`src/sv/lru_page_frame_tracker_defines.svh`:
```
// Assertion macros for the LRU page frame tracker.
// Both expect clk and rst_n in scope.
`ifndef LRU_PAGE_FRAME_TRACKER_DEFINES_SVH
`define LRU_PAGE_FRAME_TRACKER_DEFINES_SVH

// same-cycle implication
`define LPFT_ASSERT_SAME(label, ante, cons, msg) \
  label: assert property (@(posedge clk) disable iff (!rst_n) (ante) |-> (cons)) \
    else $error(msg);

// next-cycle implication
`define LPFT_ASSERT_NEXT(label, ante, cons, msg) \
  label: assert property (@(posedge clk) disable iff (!rst_n) (ante) |=> (cons)) \
    else $error(msg);

`endif

```
`src/sv/lru_pft_pkg.sv`:
```
`timescale 1ns / 1ps

package lru_pft_pkg;

  localparam int IN_PAGE_W   = 16;
  localparam int FRAME_OUT_W = 3;
  localparam int CFG_W       = 4;
  localparam int COUNT_W     = 32;
  localparam int OUTCOME_W   = 2;

  localparam logic [CFG_W-1:0]     CFG_RESET = 4'd8;
  localparam logic [COUNT_W-1:0]   COUNT_MAX = 32'hFFFF_FFFF;

  localparam logic [OUTCOME_W-1:0] OUTCOME_HIT  = 2'd0;
  localparam logic [OUTCOME_W-1:0] OUTCOME_COLD = 2'd1;
  localparam logic [OUTCOME_W-1:0] OUTCOME_MISS = 2'd2;

  typedef struct packed {
    logic hit;
    logic free;
  } lookup_flags_t;

endpackage

```
`src/sv/lru_pft_lookup.sv`:
```
`timescale 1ns / 1ps

module lru_pft_lookup #(
  parameter int FRAMES    = 8,
  parameter int PAGE_BITS = 16,
  parameter int IDX_W     = 3
) (
  input  logic [FRAMES-1:0]                active,
  input  logic [FRAMES-1:0]                valid,
  input  logic [FRAMES-1:0][PAGE_BITS-1:0] pages,
  input  logic [FRAMES-1:0][IDX_W-1:0]     ranks,
  input  logic [PAGE_BITS-1:0]             page,
  output lru_pft_pkg::lookup_flags_t       flags,
  output logic [IDX_W-1:0]                 hit_idx,
  output logic [IDX_W-1:0]                 free_idx,
  output logic [IDX_W-1:0]                 victim_idx
);

  logic [FRAMES-1:0] hit_vec;
  logic [FRAMES-1:0] free_vec;
  logic [FRAMES-1:0] victim_vec;

  function automatic logic [IDX_W-1:0] first_set(input logic [FRAMES-1:0] v);
    logic [IDX_W-1:0] idx;
    idx = '0;
    for (int i = FRAMES - 1; i >= 0; i--) begin
      if (v[i]) begin
        idx = IDX_W'(i);
      end
    end
    return idx;
  endfunction

  always_comb begin
    for (int i = 0; i < FRAMES; i++) begin
      free_vec[i] = active[i] && !valid[i];
      hit_vec[i]  = active[i] && valid[i] && (pages[i] == page);
    end
  end

  // oldest active frame: highest rank, lowest index on a tie
  always_comb begin
    for (int i = 0; i < FRAMES; i++) begin
      victim_vec[i] = active[i];
      for (int j = 0; j < FRAMES; j++) begin
        if (active[j] && (j < i) && (ranks[j] >= ranks[i])) begin
          victim_vec[i] = 1'b0;
        end
        if (active[j] && (j > i) && (ranks[j] > ranks[i])) begin
          victim_vec[i] = 1'b0;
        end
      end
    end
  end

  assign flags.hit  = |hit_vec;
  assign flags.free = |free_vec;
  assign hit_idx    = first_set(hit_vec);
  assign free_idx   = first_set(free_vec);
  assign victim_idx = first_set(victim_vec);

endmodule

```
`src/sv/lru_pft_rank.sv`:
```
`timescale 1ns / 1ps

module lru_pft_rank #(
  parameter int FRAMES = 8,
  parameter int IDX_W  = 3
) (
  input  logic [FRAMES-1:0]            valid,
  input  logic [FRAMES-1:0][IDX_W-1:0] ranks,
  input  logic                         fill,
  input  logic [IDX_W-1:0]             sel,
  output logic [FRAMES-1:0][IDX_W-1:0] next_ranks
);

  logic [IDX_W-1:0] sel_rank;

  assign sel_rank = ranks[sel];

  // fill ages every valid frame; touch ages only frames newer than sel
  always_comb begin
    for (int i = 0; i < FRAMES; i++) begin
      next_ranks[i] = ranks[i];
      if (valid[i] && (fill || (ranks[i] < sel_rank))) begin
        next_ranks[i] = ranks[i] + IDX_W'(1);
      end
      if (IDX_W'(i) == sel) begin
        next_ranks[i] = '0;
      end
    end
  end

endmodule

```
`src/sv/lru_page_frame_tracker.sv`:
```
`timescale 1ns / 1ps

// Fully associative page frame set with LRU replacement. One page
// reference is taken per clock (busy never rises). A reference accepted
// at one clock edge has its result on the out_ ports, marked by
// out_strobe, in the next cycle and for exactly one cycle: the tag compare
// and rank update sit between the input register and the result
// register, so back-to-back references need no gap. The receiver
// cannot stall, so results must be captured on the strobe. A reference
// with in_last_in_run set returns the final totals and then clears
// frames, ranks and counts; frames_in_use survives. Write cfg_wr_data
// only while no reference is in flight.
`include "lru_page_frame_tracker_defines.svh"

module lru_page_frame_tracker #(
  parameter int FRAMES    = 8,
  parameter int PAGE_BITS = 16
) (
  input  logic                                 clk,
  input  logic                                 rst_n,
  input  logic                                 start,
  output logic                                 busy,
  input  logic [lru_pft_pkg::IN_PAGE_W-1:0]    in_page_number,
  input  logic                                 in_last_in_run,
  input  logic                                 cfg_wr_en,
  input  logic [lru_pft_pkg::CFG_W-1:0]        cfg_wr_data,
  output logic                                 out_strobe,
  output logic [lru_pft_pkg::OUTCOME_W-1:0]    out_outcome,
  output logic [lru_pft_pkg::FRAME_OUT_W-1:0]  out_frame_index,
  output logic                                 out_counted,
  output logic [lru_pft_pkg::COUNT_W-1:0]      out_miss_total,
  output logic [lru_pft_pkg::COUNT_W-1:0]      out_reference_total,
  output logic                                 out_run_end
);

  localparam int IDX_W   = (FRAMES > 1) ? $clog2(FRAMES) : 1;
  localparam int COUNT_W = lru_pft_pkg::COUNT_W;
  localparam int OUT_W   = lru_pft_pkg::FRAME_OUT_W;

  logic                                  accept;
  logic [PAGE_BITS-1:0]                  in_page_ext;
  logic                                  in_valid_r;
  logic [PAGE_BITS-1:0]                  in_page_r;
  logic                                  in_last_r;
  logic [lru_pft_pkg::CFG_W-1:0]         frames_in_use_r;

  logic [FRAMES-1:0][PAGE_BITS-1:0]      frame_page_r;
  logic [FRAMES-1:0]                     frame_valid_r;
  logic [FRAMES-1:0][IDX_W-1:0]          recency_rank_r;
  logic [FRAMES-1:0][IDX_W-1:0]          recency_rank_nxt;
  logic [COUNT_W-1:0]                    miss_count_r;
  logic [COUNT_W-1:0]                    miss_count_nxt;
  logic [COUNT_W-1:0]                    reference_count_r;
  logic [COUNT_W-1:0]                    reference_count_nxt;

  logic [FRAMES-1:0]                     active;
  lru_pft_pkg::lookup_flags_t            flags;
  logic [IDX_W-1:0]                      hit_idx;
  logic [IDX_W-1:0]                      free_idx;
  logic [IDX_W-1:0]                      victim_idx;
  logic [IDX_W-1:0]                      sel_idx;
  logic                                  fill;
  logic                                  counted;
  logic [lru_pft_pkg::OUTCOME_W-1:0]     outcome;
  logic [OUT_W-1:0]                      frame_out;

  logic                                  out_strobe_r;
  logic [lru_pft_pkg::OUTCOME_W-1:0]     out_outcome_r;
  logic [OUT_W-1:0]                      out_frame_index_r;
  logic                                  out_counted_r;
  logic [COUNT_W-1:0]                    out_miss_total_r;
  logic [COUNT_W-1:0]                    out_reference_total_r;
  logic                                  out_run_end_r;

  assign busy   = 1'b0;
  assign accept = start && !busy;

  generate
    if (PAGE_BITS <= lru_pft_pkg::IN_PAGE_W) begin : g_page_trunc
      assign in_page_ext = in_page_number[PAGE_BITS-1:0];
    end else begin : g_page_ext
      assign in_page_ext = {{(PAGE_BITS - lru_pft_pkg::IN_PAGE_W){1'b0}}, in_page_number};
    end
    if (IDX_W >= OUT_W) begin : g_idx_trunc
      assign frame_out = sel_idx[OUT_W-1:0];
    end else begin : g_idx_ext
      assign frame_out = {{(OUT_W - IDX_W){1'b0}}, sel_idx};
    end
  endgenerate

  // zero acts as one, values past FRAMES act as FRAMES
  always_comb begin
    for (int i = 0; i < FRAMES; i++) begin
      active[i] = (i == 0) || (i < int'(frames_in_use_r));
    end
  end

  lru_pft_lookup #(
    .FRAMES    (FRAMES),
    .PAGE_BITS (PAGE_BITS),
    .IDX_W     (IDX_W)
  ) u_lookup (
    .active     (active),
    .valid      (frame_valid_r),
    .pages      (frame_page_r),
    .ranks      (recency_rank_r),
    .page       (in_page_r),
    .flags      (flags),
    .hit_idx    (hit_idx),
    .free_idx   (free_idx),
    .victim_idx (victim_idx)
  );

  assign fill    = flags.free && !flags.hit;
  assign counted = !flags.free;
  assign sel_idx = flags.hit ? hit_idx : (flags.free ? free_idx : victim_idx);

  always_comb begin
    if (flags.hit) begin
      outcome = lru_pft_pkg::OUTCOME_HIT;
    end else if (flags.free) begin
      outcome = lru_pft_pkg::OUTCOME_COLD;
    end else begin
      outcome = lru_pft_pkg::OUTCOME_MISS;
    end
  end

  lru_pft_rank #(
    .FRAMES (FRAMES),
    .IDX_W  (IDX_W)
  ) u_rank (
    .valid      (frame_valid_r),
    .ranks      (recency_rank_r),
    .fill       (fill),
    .sel        (sel_idx),
    .next_ranks (recency_rank_nxt)
  );

  always_comb begin
    reference_count_nxt = reference_count_r;
    miss_count_nxt      = miss_count_r;
    if (counted && (reference_count_r != lru_pft_pkg::COUNT_MAX)) begin
      reference_count_nxt = reference_count_r + COUNT_W'(1);
    end
    if (counted && !flags.hit && (miss_count_r != lru_pft_pkg::COUNT_MAX)) begin
      miss_count_nxt = miss_count_r + COUNT_W'(1);
    end
  end

  always_ff @(posedge clk) begin
    if (!rst_n) begin
      in_valid_r        <= 1'b0;
      out_strobe_r      <= 1'b0;
      frames_in_use_r   <= lru_pft_pkg::CFG_RESET;
      frame_valid_r     <= '0;
      recency_rank_r    <= '0;
      miss_count_r      <= '0;
      reference_count_r <= '0;
    end else begin
      in_valid_r   <= accept;
      out_strobe_r <= in_valid_r;
      if (cfg_wr_en) begin
        frames_in_use_r <= cfg_wr_data;
      end
      if (in_valid_r) begin
        if (in_last_r) begin
          frame_valid_r     <= '0;
          recency_rank_r    <= '0;
          miss_count_r      <= '0;
          reference_count_r <= '0;
        end else begin
          frame_valid_r[sel_idx] <= 1'b1;
          recency_rank_r         <= recency_rank_nxt;
          miss_count_r           <= miss_count_nxt;
          reference_count_r      <= reference_count_nxt;
        end
      end
    end
  end

  always_ff @(posedge clk) begin
    if (accept) begin
      in_page_r <= in_page_ext;
      in_last_r <= in_last_in_run;
    end
    if (in_valid_r) begin
      if (!flags.hit) begin
        frame_page_r[sel_idx] <= in_page_r;
      end
      out_outcome_r         <= outcome;
      out_frame_index_r     <= frame_out;
      out_counted_r         <= counted;
      out_miss_total_r      <= miss_count_nxt;
      out_reference_total_r <= reference_count_nxt;
      out_run_end_r         <= in_last_r;
    end
  end

  assign out_strobe          = out_strobe_r;
  assign out_outcome         = out_outcome_r;
  assign out_frame_index     = out_frame_index_r;
  assign out_counted         = out_counted_r;
  assign out_miss_total      = out_miss_total_r;
  assign out_reference_total = out_reference_total_r;
  assign out_run_end         = out_run_end_r;

  `LPFT_ASSERT_NEXT(a_strobe_follows_input, in_valid_r, out_strobe_r,
                    "transaction lost between stages")
  `LPFT_ASSERT_NEXT(a_no_spurious_strobe, !in_valid_r, !out_strobe_r,
                    "result without transaction")
  `LPFT_ASSERT_SAME(a_miss_is_counted,
                    out_strobe_r && (out_outcome_r == lru_pft_pkg::OUTCOME_MISS),
                    out_counted_r, "replacement miss while frames free")
  `LPFT_ASSERT_SAME(a_cold_not_counted,
                    out_strobe_r && (out_outcome_r == lru_pft_pkg::OUTCOME_COLD),
                    !out_counted_r, "cold fill was counted")
  `LPFT_ASSERT_SAME(a_run_end_clears, out_strobe_r && out_run_end_r,
                    (frame_valid_r == '0) && (reference_count_r == '0),
                    "state not cleared after run end")

endmodule
```
`config.mk`:
```
export PLATFORM = sky130hd
export DESIGN_NAME = lru_page_frame_tracker
export DESIGN_NICKNAME = d
export VERILOG_FILES = /design/src/sv/lru_pft_pkg.sv /design/src/sv/lru_pft_lookup.sv /design/src/sv/lru_pft_rank.sv /design/src/sv/lru_page_frame_tracker.sv
export VERILOG_INCLUDE_DIRS = /design/src /design/src/sv
export SDC_FILE = /design/constraint.sdc
export NUM_CORES = 1
export LEC_CHECK = 0
export BUFFER_PORTS_ARGS = -buffer_cell sky130_fd_sc_hd__buf_2
export CAP_MARGIN = 20
export CORE_ASPECT_RATIO = 0.8
export CORE_MARGIN = 4
export CORE_UTILIZATION = 60
export CTS_BUF_LIST = sky130_fd_sc_hd__clkbuf_16
export CTS_CLUSTER_DIAMETER = 200
export CTS_CLUSTER_SIZE = 24
export DETAILED_ROUTE_END_ITERATION = 10
export PLACE_DENSITY = 0.82
export SLEW_MARGIN = 0
export SYNTH_ARGS = -nofsm -noshare
export SYNTH_HDL_FRONTEND = slang
export SYNTH_HIERARCHICAL = 1
export SYNTH_SLANG_ARGS = --single-unit
```
`constraint.sdc`:
```
create_clock -name clk -period 7.2 [get_ports clk]
set_input_delay 0.72 -clock clk [delete_from_list [all_inputs] [get_ports clk]]
set_output_delay 0.72 -clock clk [all_outputs]
set_load 0.02 [all_outputs]
```
# Word level (Yosys, flattened, before mapping)
# Index checks and enable logic that the tools add are counted.
dict set report op_classes {
  add_sub_neg 10
  magnitude_cmp 73
  n_eq_ne 17
  mux 112
  bitwise 2
  reduce_logical 122
}
# op count
set op_table {}
lappend op_table {{$mux W3} 43}
lappend op_table {{$bwmux W128} 1}
lappend op_table {{$eq A16 B16 Y1} 8}
lappend op_table {{$mux W32} 4}
lappend op_table {{$ge A3 B3 Y1} 28}
lappend op_table {{$gt A3 B3 Y1} 28}
lappend op_table {{$logic_and A1 B1 Y1} 84}
lappend op_table {{$add A32 B1 Y32 const B} 2}
lappend op_table {{$ne A32 B32 Y1 const B} 2}
lappend op_table {{$mux W1} 57}
lappend op_table {{$demux W16 S3} 1}
lappend op_table {{$add A3 B1 Y3 const B} 8}
lappend op_table {{$lt A3 B3 Y1} 8}
lappend op_table {{$mux W24} 1}
lappend op_table {{$reduce_bool A3 Y1} 8}
lappend op_table {{$reduce_and A2 Y1} 9}
lappend op_table {{$lt A3 B4 Y1 const A} 4}
lappend op_table {{$mux W16} 1}
lappend op_table {{$reduce_or A8 Y1} 2}
lappend op_table {{$eq A3 B3 Y1 const A} 4}
lappend op_table {{$logic_not A1 Y1} 10}
lappend op_table {{$bmux W3 S3} 1}
lappend op_table {{$logic_or A1 B1 Y1} 8}
lappend op_table {{$lt A2 B4 Y1 const A} 2}
lappend op_table {{other kinds (11)} 12}
dict set report word_totals {
  reg_bits 318
  wordCells 366
}

# Logic depth before layout (Yosys ltp)
# Gate-level depths: netlist (run 1).
dict set report logic_depth {
  ltp_word 26
  ltp_mapped 25
}

# Hierarchy
# The synthesis (run 1) kept the hierarchy.
# module instances cells_per_inst area_per_inst_um2 seq_area_each_um2
set by_module_without_submodules {}
lappend by_module_without_submodules {lru_page_frame_tracker 1 942 12288.0 8528.2}
lappend by_module_without_submodules {lru_pft_lookup 1 523 4092.7 0.0}
lappend by_module_without_submodules {lru_pft_rank 1 175 1363.8 0.0}

# Worst setup path after synthesis (run 1)
# OpenSTA, ideal clock, no wires.
dict set report synth_timing {
  path_kind {reg-to-reg}
  start {register frames_in_use_r[3] (netlist name)}
  end {register recency_rank_r[7] (netlist name)}
  t_arrival_ns 5.222
  t_required_ns 7.072
  setup_slack_ns 1.850
  path_stages_with_launch 23
  path_buffers 3
  path_cell_list {dfxtp_1 or2_2 a21o_1 clkbuf_1 nand3_1 or4_4 nor4_4 nor3_1 nand3b_1 buf_1 nand2_1 o21ai_0 buf_4 mux4_1 mux2i_1 ha_1 a211oi_1 nand2_1 o31ai_1 mux2i_1 nor2_1 a22oi_1 nor2_1}
}
# element line
set synth_lines {}
lappend synth_lines {{start: declaration} lru_page_frame_tracker.sv:45} ;# logic [lru_pft_pkg::CFG_W-1:0] frames_in_use_r;
lappend synth_lines {{start signal: assignment} lru_page_frame_tracker.sv:154} ;# frames_in_use_r <= lru_pft_pkg::CFG_RESET;
lappend synth_lines {{start signal: assignment} lru_page_frame_tracker.sv:163} ;# frames_in_use_r <= cfg_wr_data;
lappend synth_lines {{end signal: assignment} lru_page_frame_tracker.sv:173} ;# recency_rank_r <= recency_rank_nxt;
lappend synth_lines {{end: declaration} lru_page_frame_tracker.sv:49} ;# logic [FRAMES-1:0][IDX_W-1:0] recency_rank_r;

==> summary.md, run 1 <==
| Metric | Value |
|---|---|
| Status | complete, no violations |
| Fmax | approximately 160 MHz |
| Root Buffer | clkbuf_16 |
| Switching power share of the total | 0.2382 |
| Synth area leader | edfxtp_1 |
| Logic pwr share | 0.075 |
| Mux share of post-synthesis cell area | 0.01897 |
| Worst Hold Depth | 1 |
| Syn Area/Cell | 10.82 µm² |
| EDFF count, synth | 216 |
| CTS Buf Count | 17 |
| CP Data Required Time | approximately 7700 ps |
| Leak | 7.129 nW |
| Crit path DAT | 6770 ps |
| Layout filler cell count | 2223 |
| Global Route Usage Sum | 0.2614 |
| Largest net degree at the start of global routing | 66 |
| Routed WL per cell | 20.65 µm |
| Cell Int Power | 2.510 mW |
| R2R Path Start | frames_in_use_r[3] |
| Hold slack | 368.1 ps |
| Register area share after synthesis | 0.4806 |
| Die H | 161.8 µm |
| Deepest clock path buffer count | 3 |
| Minimum clock period | 6320 ps |
| Clock transition at path regs | 90 ps |
| Synth Area in Adders | 0.07756 |
| Multi-input logic area | ~8600 µm² |
| Clk_lat worst skew | 530 ps |
| Number of H-tree levels | 1 |
| Unique masters post-synth | roughly 80 |
| Sink Count | 318 |
| Max-cap violations | 0 |
| Gate Count Post-Synth | 1640 |
| Top post-synthesis cells by area | edfxtp_1 (37%), dfxtp_1 (12%), ha_1 (7.8%) |
| Initial DRC Count | 1232 |
| Kind of critical path | reg2reg |
| Final instance count without filler cells | 2110 |
| Switching pwr | around 0.8 mW |
| Worst Slack Setup Final | 879.5 ps |
| Met3 wire len | between 3000 and 4000 µm |
| Post-cts resize count | 0 |
| Storage cell area | around 8500 µm² |
| Slew @ Worst Pin | 939.1 ps |
| Clk_skew | between 30 and 40 ps |
| Num rows | 56 |
| GRT overflow | 0 |
| Area share of the largest cell type after synthesis | 0.3655 |
| TritonCTS clock tree | built |
| Hold Vio Cnt, Final | 0 |
| R2R Path End | recency_rank_r[5] |
| Seq cells post-synth | 318 |
| Synth Area in Compound Gates | 0.1273 |
| Hpwl dp | ~30000 µm |
| Starting Density | 0.6073 |
| M1 wire length | 19420 µm |
| Synth async-reset ratio | 0 |
| Crit-path max FO | 18 |
| Synth Area in XOR/XNOR | 0.09597 |
| Design area | between 15000 and 20000 µm² |
| DRT antenna net count | 0 |
| Synthesized area | 17740 µm² |
| DRC viols | 0 |
| Die ar. | approximately 32000 µm² |
| Tightest Hold Check Type | in2reg |
| Slew headroom | 0.3710 |
| Fin Setup TNS | 0 ps |
| CP startpoint kind | flip-flop |
| Synth warn | 6 |
| GPL Wtd Cong | 0.9330 |
| Final Net Count | 1858 |
| Maximum vdd drop | 170.6 µV |
| First-pass GRT wire length | 68790 µm |
| Area of the core | about 30000 µm² |
| P&R area growth vs syn | 7.404% |
| Commonest cells after routing, fill and taps aside | edfxtp_1 (216), xnor2_1 (150), ha_1 (110) |
| Via count | 13263 |
| Vias per Instance | roughly 6.3 |
| Synth Flop Type | edfxtp_1 |
| Post-CTS Setup Bufs | 0 |
| Hold worst-path end | in_page_r[5] |
| # diodes | 0 |
| Met2 Wirelength | 19550 µm |
| IO Port Bufs | 96 |
| Hold bufs inserted after CTS | 0 |
| DP Area | 18560 µm² |
| Cells after DPL | 2080 |
| Top sig layer | met4 |
| Largest family of logic cells by synthesized area | simple AND/OR/NAND/NOR gates |
| Drt first pass iters | 8 |
| Final Max Tran Viols | 0 |
| Crit. End Element | flip-flop |
| Clock power frac | 0.312 |
| Fraction of the mapped netlist area in simple logic gates | 0.1613 |
| Final setup violation count | 0 |
| Number of global-route vias before repair | 12614 |
| R2r worst-path depth | 19 |
| Critical hold path startpoint | in_page_number[5] |
| Antenna violations before repair | 0 |
| Final period utilization | 0.8778 |
| Commonest non-fill, non-tap cell in the layout | edfxtp_1 |
| RSZ-0062 raised after global routing | no |
| I/O pin cnt | 98 |
| Worst slack, placed | 1018 ps |
| FF-to-FF setup slack | 880 ps |
| Pwr Density | ~170 nW/µm² |
| Die width | 200.3 µm |
| Layout cells sized above 1 | 0.1212 |
| WL final | 43570 µm |
| Seq pwr share | 0.613 |
-- worst max-delay path, stage by stage (launching register included) --
cell	delay, ps
dfxtp_1	440
or2_2	460
a21o_1	350
nor2b_1	210
nor3_1	290
nand3b_1	570
mux2i_1	300
or2_2	360
and2_1	200
inv_1	460
mux4_1	380
mux2i_1	700
ha_1	370
o21ai_0	150
a22o_1	200
a31oi_1	80
or3_1	330
a21oi_1	160
a22oi_1	80
nor2_1	140
-- worst max-delay path by stage --
stage | from | endpoint | slack (ps) | cells after the start
2_1_floorplan | frames_in_use_r[3] | recency_rank_r[7] | 1850 | 22
3_3_place_gp | frames_in_use_r[3] | recency_rank_r[23] | 1150 | 20
3_5_place_dp | frames_in_use_r[3] | recency_rank_r[5] | 1020 | 20
4_1_cts | frames_in_use_r[3] | recency_rank_r[5] | 1000 | 20
5_1_grt | frames_in_use_r[3] | recency_rank_r[5] | 520 | 20
6_report | frames_in_use_r[3] | recency_rank_r[5] | 880 | 19
-- state kept, by name, indices dropped and copies added (netlist names), 2 cells and up --
register / flops
in_page_r: 16
frames_in_use_r: 4
recency_rank_r: 24
frame_page_r: 128
out_miss_total: 32
out_frame_index: 3
reference_count_r: 32
out_outcome: 2
miss_count_r: 32
out_reference_total: 32
frame_valid_r: 8
-- metal layers --
| metal | vias to the layer above | GRT usage |
|---|---|---|
| li1 | 6169 | - |
| met1 | 6471 | 0.3909 |
| met2 | 564 | 0.4061 |
| met3 | 59 | 0.03593 |
| met4 | 0 | 0.07036 |
| met5 | - | 0 |
-- cell type report --
cell class | count | share of cell area
flip-flops and latches | 318 | 0.4477
inverters | 55 | 0.01083
multi-input cells | 1195 | 0.4500
well taps | 377 | 0.02475
clock buffers | 17 | 0.02232
clock inverters | 12 | 0.003480
repair buffers | 136 | 0.04097
-- through the flow --
stage                 util  total power, mW
floorplan                -            2.221
global placement    0.6352            2.296
detailed placement  0.6352            2.303
CTS                 0.6520            3.306
global route        0.6523            3.399
finish              0.6523            3.295
-- power groups by stage --
stage               combinational (mW)  sequential [mW]  clock (mW)
floorplan                        0.173             2.05           0
global placement                 0.236             2.06           0
detailed placement               0.242             2.06           0
CTS                              0.244             2.02        1.04
global route                     0.266             2.02        1.11
finish                           0.247             2.02        1.03
-- Yosys cell counts, drive strengths merged, types with 12 or more instances --
cell type / number
nor2b: 53
or3: 30
and3: 23
nor4: 23
buf: 41
xor2: 37
edfxtp: 216
a31oi: 39
mux2i: 16
dfxtp: 102
o21ai: 100
and2: 12
clkbuf: 39
a22oi: 26
xnor2: 154
nand2b: 29
nor3: 19
inv: 55
nand3: 39
nand2: 76
nand4: 55
a21oi: 96
nor2: 99
nand3b: 22
a21o: 18
ha: 110
-- logic make-up (layout without fill, tap and decap cells) --
family                   after synthesis  count (layout)
AO/OA/AOI/OAI                        352             352
XOR/XNOR                             191             191
adder cells (fa/ha/maj)              110             110
buffers and inverters                135             220
flip-flops                           318             318
multiplexers                          26              26
other                                  2              10
AND/OR/NAND/NOR                      506             506
Power figures use the tool's default switching activity.
==> inputs of run 2 (changes only) <==
==> constraint.sdc (replaced) <==
create_clock -name clk -period 7.3 [get_ports clk]
set_input_delay 0.73 -clock clk [delete_from_list [all_inputs] [get_ports clk]]
set_output_delay 0.73 -clock clk [all_outputs]
set_load 0.02 [all_outputs]
==> run 2 against run 1 <==
Global-route usage fell by 0.34 points. Core utilization is 0.45 points lower. Setup slack worse by 210 ps. Fmax decreased by 4.6%. Total power fell by 1.7%. Register-to-register slack lost 210 ps. Sequential cell count unchanged. Sequential power barely moved. Critical path type unchanged. Largest power group unchanged. Highest routed layer unchanged.
==> summary.md, run 2 (synthesis gave the netlist of run 1 again) <==
| Metric | Value |
|---|---|
| Status | complete, no violations |
| Die H | 161.8 µm |
| R2R Path Start | frames_in_use_r[3] |
| Routed WL per cell | 20.67 µm |
| Via count | around 13000 |
| WL final | 43210 µm |
| Max-cap violations | 0 |
| Crit. End Element | flip-flop |
| I/O pin cnt | 98 |
| Drt first pass iters | 5 |
| FF-to-FF setup slack | between 600 and 700 ps |
| Area of the core | 29220 µm² |
| Crit path buf inv count | 1 |
| # diodes | 0 |
| CP Data Required Time | 7760 ps |
| Worst Slack Setup Final | 673.1 ps |
| DRC viols | 0 |
| Commonest cells after routing, fill and taps aside | edfxtp_1 (216), xnor2_1 (150), ha_1 (110) |
| Largest Register | frame_page_r |
| Global Route Usage Sum | 0.2580 |
| Hold bufs inserted after CTS | 0 |
| CTS Buf Count | 17 |
| Vias per Instance | ~6.2 |
| Num rows | 56 |
| Root Buffer | clkbuf_16 |
| Kind of critical path | reg2reg |
| Die ar. | ~32000 µm² |
| Pwr Density | about 170 nW/µm² |
| Commonest non-fill, non-tap cell in the layout | edfxtp_1 |
| Crit-path max FO | 18 |
| Antenna violations before repair | 0 |
| M1 wire length | between 15000 and 20000 µm |
| Hold Vio Cnt, Final | 0 |
| Clk_lat worst skew | between 500 and 600 ps |
| Slew @ Worst Pin | 1060 ps |
| Final Net Count | 1839 |
| RSZ-0062 raised after global routing | no |
| TritonCTS clock tree | built |
| P&R area growth vs syn | 6.657% |
| Post-cts resize count | 0 |
| Critical-path cell list | or2_2, a21o_1, nor2b_1, nor3_1, nand3b_1, mux2i_1, or2_2, and2_1, inv_1, mux4_1, mux2i_1, ha_1, o21ai_0, a22o_1, a31oi_2, or3_1, a21oi_1, a22oi_1, nor2_1 |
| Tightest Hold Check Type | in2reg |
| Number of H-tree levels | 1 |
| R2R Path End | recency_rank_r[17] |
| Top sig layer | met4 |
| Number of global-route vias before repair | 12398 |
| Post-CTS Setup Bufs | 0 |
| Final setup violation count | 0 |
| Max reg flops | 128 |
| Slew headroom | 0.2899 |
| Slowest-stage cell, CP | mux2i_1 |
| IO Port Bufs | 96 |
| Critical hold path startpoint | in_page_number[0] |
| Hold worst-path end | in_page_r[0] |
| Critical path's top delay family | simple AND/OR/NAND/NOR gates |
| Crit path DAT | 7090 ps |
| Fin Setup TNS | 0 ps |
| Final instance count without filler cells | 2091 |
| Final period utilization | 0.9078 |
| CP startpoint kind | flip-flop |
| Met3 wire len | between 3000 and 4000 µm |
| Minimum clock period | 6627 ps |
| Die width | 200.3 µm |
| First-pass GRT wire length | 68090 µm |
| Worst slack, placed | 893.6 ps |
| Clk_skew | 24.80 ps |
| R2r worst-path depth | 19 |
| Initial DRC Count | 1476 |
| Met2 Wirelength | between 15000 and 20000 µm |
| GPL Wtd Cong | 0.8982 |
| Cells after DPL | 2061 |
| Hpwl dp | between 20000 and 30000 µm |
| Fmax | between 150 and 200 MHz |
| Deepest clock path buffer count | 3 |
| Clock transition at path regs | 110 ps |
| Layout cells sized above 1 | 0.1138 |
| Sink Count | 318 |
| Max stage delay on crit path | 750 ps |
| Leak | around 7 nW |
| Starting Density | 0.6073 |
| Final Max Tran Viols | 0 |
| GRT overflow | 0 |
| Maximum vdd drop | 206.2 µV |
| Tot Pwr | 3.240 mW |
| Largest net degree at the start of global routing | 65 |
| Hold slack | around 370 ps |
| DRT antenna net count | 0 |
| Worst Hold Depth | 1 |
-- run 2: changes by cell type in the layout (fill, tap and decap cells not counted), sizes merged --
| cell | before | now |
|---|---|---|
| buf | 136 | 117 |
-- run 2: layer usage --
layer | vias to the layer above | track usage
met2 | 527 | 0.4112
met4 | 0 | 0.06129
met3 | 68 | 0.02794
met5 | - | 0
li1 | 6143 | -
met1 | 6319 | 0.3849
-- run 2: stage by stage --
| step | util | area, µm² |
|---|---|---|
| after floorplan | - | 17770 |
| after global placement | 0.6307 | 18430 |
| after detailed placement | 0.6307 | 18430 |
| after CTS | 0.6475 | 18920 |
| after global routing | 0.6477 | 18930 |
| final | 0.6477 | 18930 |
-- run 2: worst max path at each step --
stage               cells past startpoint                  to               start  slack, ps
global route                           19   recency_rank_r[5]  frames_in_use_r[3]        350
detailed placement                     19  recency_rank_r[17]  frames_in_use_r[3]        890
CTS                                    21  recency_rank_r[23]  frames_in_use_r[3]        840
global placement                       20  recency_rank_r[23]  frames_in_use_r[3]       1150
finish                                 19  recency_rank_r[17]  frames_in_use_r[3]        670
floorplan                              22   recency_rank_r[7]  frames_in_use_r[3]       1950
-- run 2: cell type report --
class | instances | area (µm²)
fillers | 2226 | 10290
multi-input cells | 1195 | 8586
well taps | 377 | 471.7
clock buffers | 17 | 425.4
flip-flops and latches | 318 | 8532
repair buffers | 117 | 638.1
inverters | 55 | 206.4
clock inverters | 12 | 66.31
-- run 2: report_power, final --
group / switching (mW) / internal [mW]
clock network: 0.579 / 0.437
registers: 0.0518 / 1.95
logic: 0.141 / 0.0806
total: 0.771 / 2.47
==> inputs of run 3 (changes only) <==
--- a/config.mk
+++ b/config.mk
@@ -10,12 +10,12 @@
 export CAP_MARGIN = 20
 export CORE_ASPECT_RATIO = 0.8
 export CORE_MARGIN = 4
-export CORE_UTILIZATION = 60
+export CORE_UTILIZATION = 67
 export CTS_BUF_LIST = sky130_fd_sc_hd__clkbuf_16
 export CTS_CLUSTER_DIAMETER = 200
 export CTS_CLUSTER_SIZE = 24
 export DETAILED_ROUTE_END_ITERATION = 10
-export PLACE_DENSITY = 0.82
+export PLACE_DENSITY = 0.89
 export SLEW_MARGIN = 0
 export SYNTH_ARGS = -nofsm -noshare
 export SYNTH_HDL_FRONTEND = slang
==> run 3 against run 2 <==
Clock power hardly changed. Combinational power grew 2%. Clock skew increased by 3.1 ps. Hold slack improved by 6.9 ps. Global-route usage up 3.0 points. Critical path type unchanged.
==> summary.md, run 3 (synthesis gave the netlist of run 1 again) <==
| Metric | Value |
|---|---|
| Status | complete, no violations |
| Critical hold path startpoint | in_last_in_run |
| Hpwl dp | about 30000 µm |
| Die H | between 150 and 200 µm |
| Crit path DAT | 6970 ps |
| Clk_skew | about 28 ps |
| Max-cap violations | 0 |
| Tightest Hold Check Type | in2reg |
| Cells after DPL | 2032 |
| Layout filler cell count | about 1700 |
| DRC viols | 0 |
| Starting Density | 0.6905 |
| First-pass GRT wire length | 67940 µm |
| Minimum clock period | 6517 ps |
| WL final | ~44000 µm |
| Sink Count | 318 |
| Switching pwr | 0.7682 mW |
| GPL Wtd Cong | 0.9709 |
| Global Route Usage Sum | 0.2882 |
| DRT antenna net count | 0 |
| Number of H-tree levels | 1 |
| Die ar. | 29170 µm² |
| Drt first pass iters | 6 |
| CP Data Required Time | 7750 ps |
| Area of the core | between 20000 and 30000 µm² |
| Initial DRC Count | 1369 |
| CP startpoint kind | flip-flop |
| FF-to-FF setup slack | 780 ps |
| P&R area growth vs syn | 6.579% |
| Deepest clock path buffer count | 3 |
| Commonest cells after routing, fill and taps aside | edfxtp_1 (216), xnor2_1 (150), ha_1 (110) |
| Cell Int Power | 2.470 mW |
| Slew @ Worst Pin | 1058 ps |
| Final instance count without filler cells | approximately 2100 |
| IO Port Bufs | 96 |
| Hold Vio Cnt, Final | 0 |
| Final Max Tran Viols | 0 |
| Seq pwr share | 0.618 |
| Multi-input logic area | 8588 µm² |
| Num rows | 52 |
| Vias per Instance | 6.481 |
| Critical-path cell list | a21o_1, a21o_1, nand3_1, or4_4, nor4_4, nor3_1, nand3b_1, nand2_1, and2_1, inv_1, mux4_1, mux2i_1, ha_1, o21ai_0, a22o_1, a31oi_1, or3_1, a21oi_1, a22oi_1, nor2_1 |
| Hold bufs inserted after CTS | 0 |
| Worst Hold Depth | 1 |
| Commonest non-fill, non-tap cell in the layout | edfxtp_1 |
| CP startpoint | frames_in_use_r[3] |
| Antenna violations before repair | 1 |
| Core Util, Final | 0.7359 |
| Fin Setup TNS | 0 ps |
| Clock transition at path regs | ~100 ps |
| Layout cells sized above 1 | 0.1138 |
| Final Net Count | 1838 |
| Routed WL per cell | 21.11 µm |
| I/O pin cnt | 98 |
| Clock power frac | 0.313 |
| Post-CTS Setup Bufs | 0 |
| RSZ-0062 raised after global routing | no |
| Leak | ~7.0 nW |
| Most frequent cell on the critical path | a21o_1 |
| GRT overflow | 0 |
| Maximum vdd drop | 232.0 µV |
| Die width | 190.0 µm |
| Largest net degree at the start of global routing | 89 |
| R2r worst-path depth | 20 |
| Pwr Density | about 170 nW/µm² |
| Slew headroom | 0.2942 |
| Clk_lat worst skew | 530 ps |
| Via count | 13384 |
| Storage cell area | 8532 µm² |
| Max stage delay on crit path | ~650 ps |
| Final setup violation count | 0 |
| Number of global-route vias before repair | roughly 12000 |
| Root Buffer | clkbuf_16 |
| CTS Buf Count | 17 |
| TritonCTS clock tree | built |
| # diodes | 0 |
| Crit. End Element | flip-flop |
| R2R Path Start | frames_in_use_r[3] |
| Crit-path max FO | 18 |
| Switching power share of the total | 0.2372 |
| Max reg flops | 128 |
| Fmax | 153.5 MHz |
| Slowest-stage cell, CP | mux2i_1 |
| Hold worst-path end | in_last_r |
| Kind of critical path | reg2reg |
| Largest Register | frame_page_r |
| Final period utilization | 0.8927 |
| R2R Path End | recency_rank_r[5] |
| Post-cts resize count | 0 |
| Logic pwr share | 0.070 |
## run 3: cell count changes in the layout (fill, tap and decap cells not counted)
cell,change
buf_16,+1
inv_1,+1
nor2_1,-1
buf_4,-2
nor2_2,+1
## run 3: cell type report
class	count	share of cell area
clock buffers	17	0.02249
clock inverters	13	0.003705
inverters	55	0.01092
repair buffers	116	0.03440
multi-input cells	1195	0.4541
flip-flops and latches	318	0.4511
well taps	351	0.02322
## run 3: critical path, delay by kind of cell (launching register included)
| kind | cells | cell delay (ps) |
|---|---|---|
| flops | 1 | 620 |
| simple gates | 9 | 2350 |
| buf+inv | 1 | 510 |
| compound gates | 7 | 1560 |
| mux | 2 | 1040 |
| fa+ha+maj | 1 | 360 |
## run 3: worst max path at each step
stage | endpoint
after floorplan | recency_rank_r[7]
after global placement | recency_rank_r[23]
after detailed placement | recency_rank_r[23]
after CTS | recency_rank_r[5]
after global routing | recency_rank_r[23]
final | recency_rank_r[5]
## run 3: layer usage
layer	part of all wire	vias to the layer above	global-route usage
met5	0	-	0
met4	0.028	0	0.07748
met3	0.10	104	0.04238
met2	0.45	732	0.4477
met1	0.43	6417	0.4288
li1	-	6131	-
## run 3: power groups by stage
| stage | clock network [mW] | logic, mW | registers, mW |
|---|---|---|---|
| CTS | 1.02 | 0.219 | 2.00 |
| global placement | 0 | 0.211 | 2.04 |
| detailed placement | 0 | 0.217 | 2.04 |
| finish | 1.01 | 0.225 | 2.00 |
| floorplan | 0 | 0.170 | 2.02 |
| global route | 1.09 | 0.241 | 2.01 |
## run 3: per-stage QoR
| step | power, mW | cell area [µm²] | hold slack [ps] | setup WS (ps) |
|---|---|---|---|---|
| after detailed placement | 2.260 | 18370 | 497.5 | 994.8 |
| after floorplan | 2.190 | 17770 | 469.1 | 1950 |
| after global placement | 2.251 | 18370 | 482.8 | 1005 |
| after global routing | 3.339 | 18910 | 369.3 | 272.5 |
| after CTS | 3.242 | 18870 | 366.3 | 903.5 |
| final | 3.239 | 18910 | 380.2 | 783.3 |
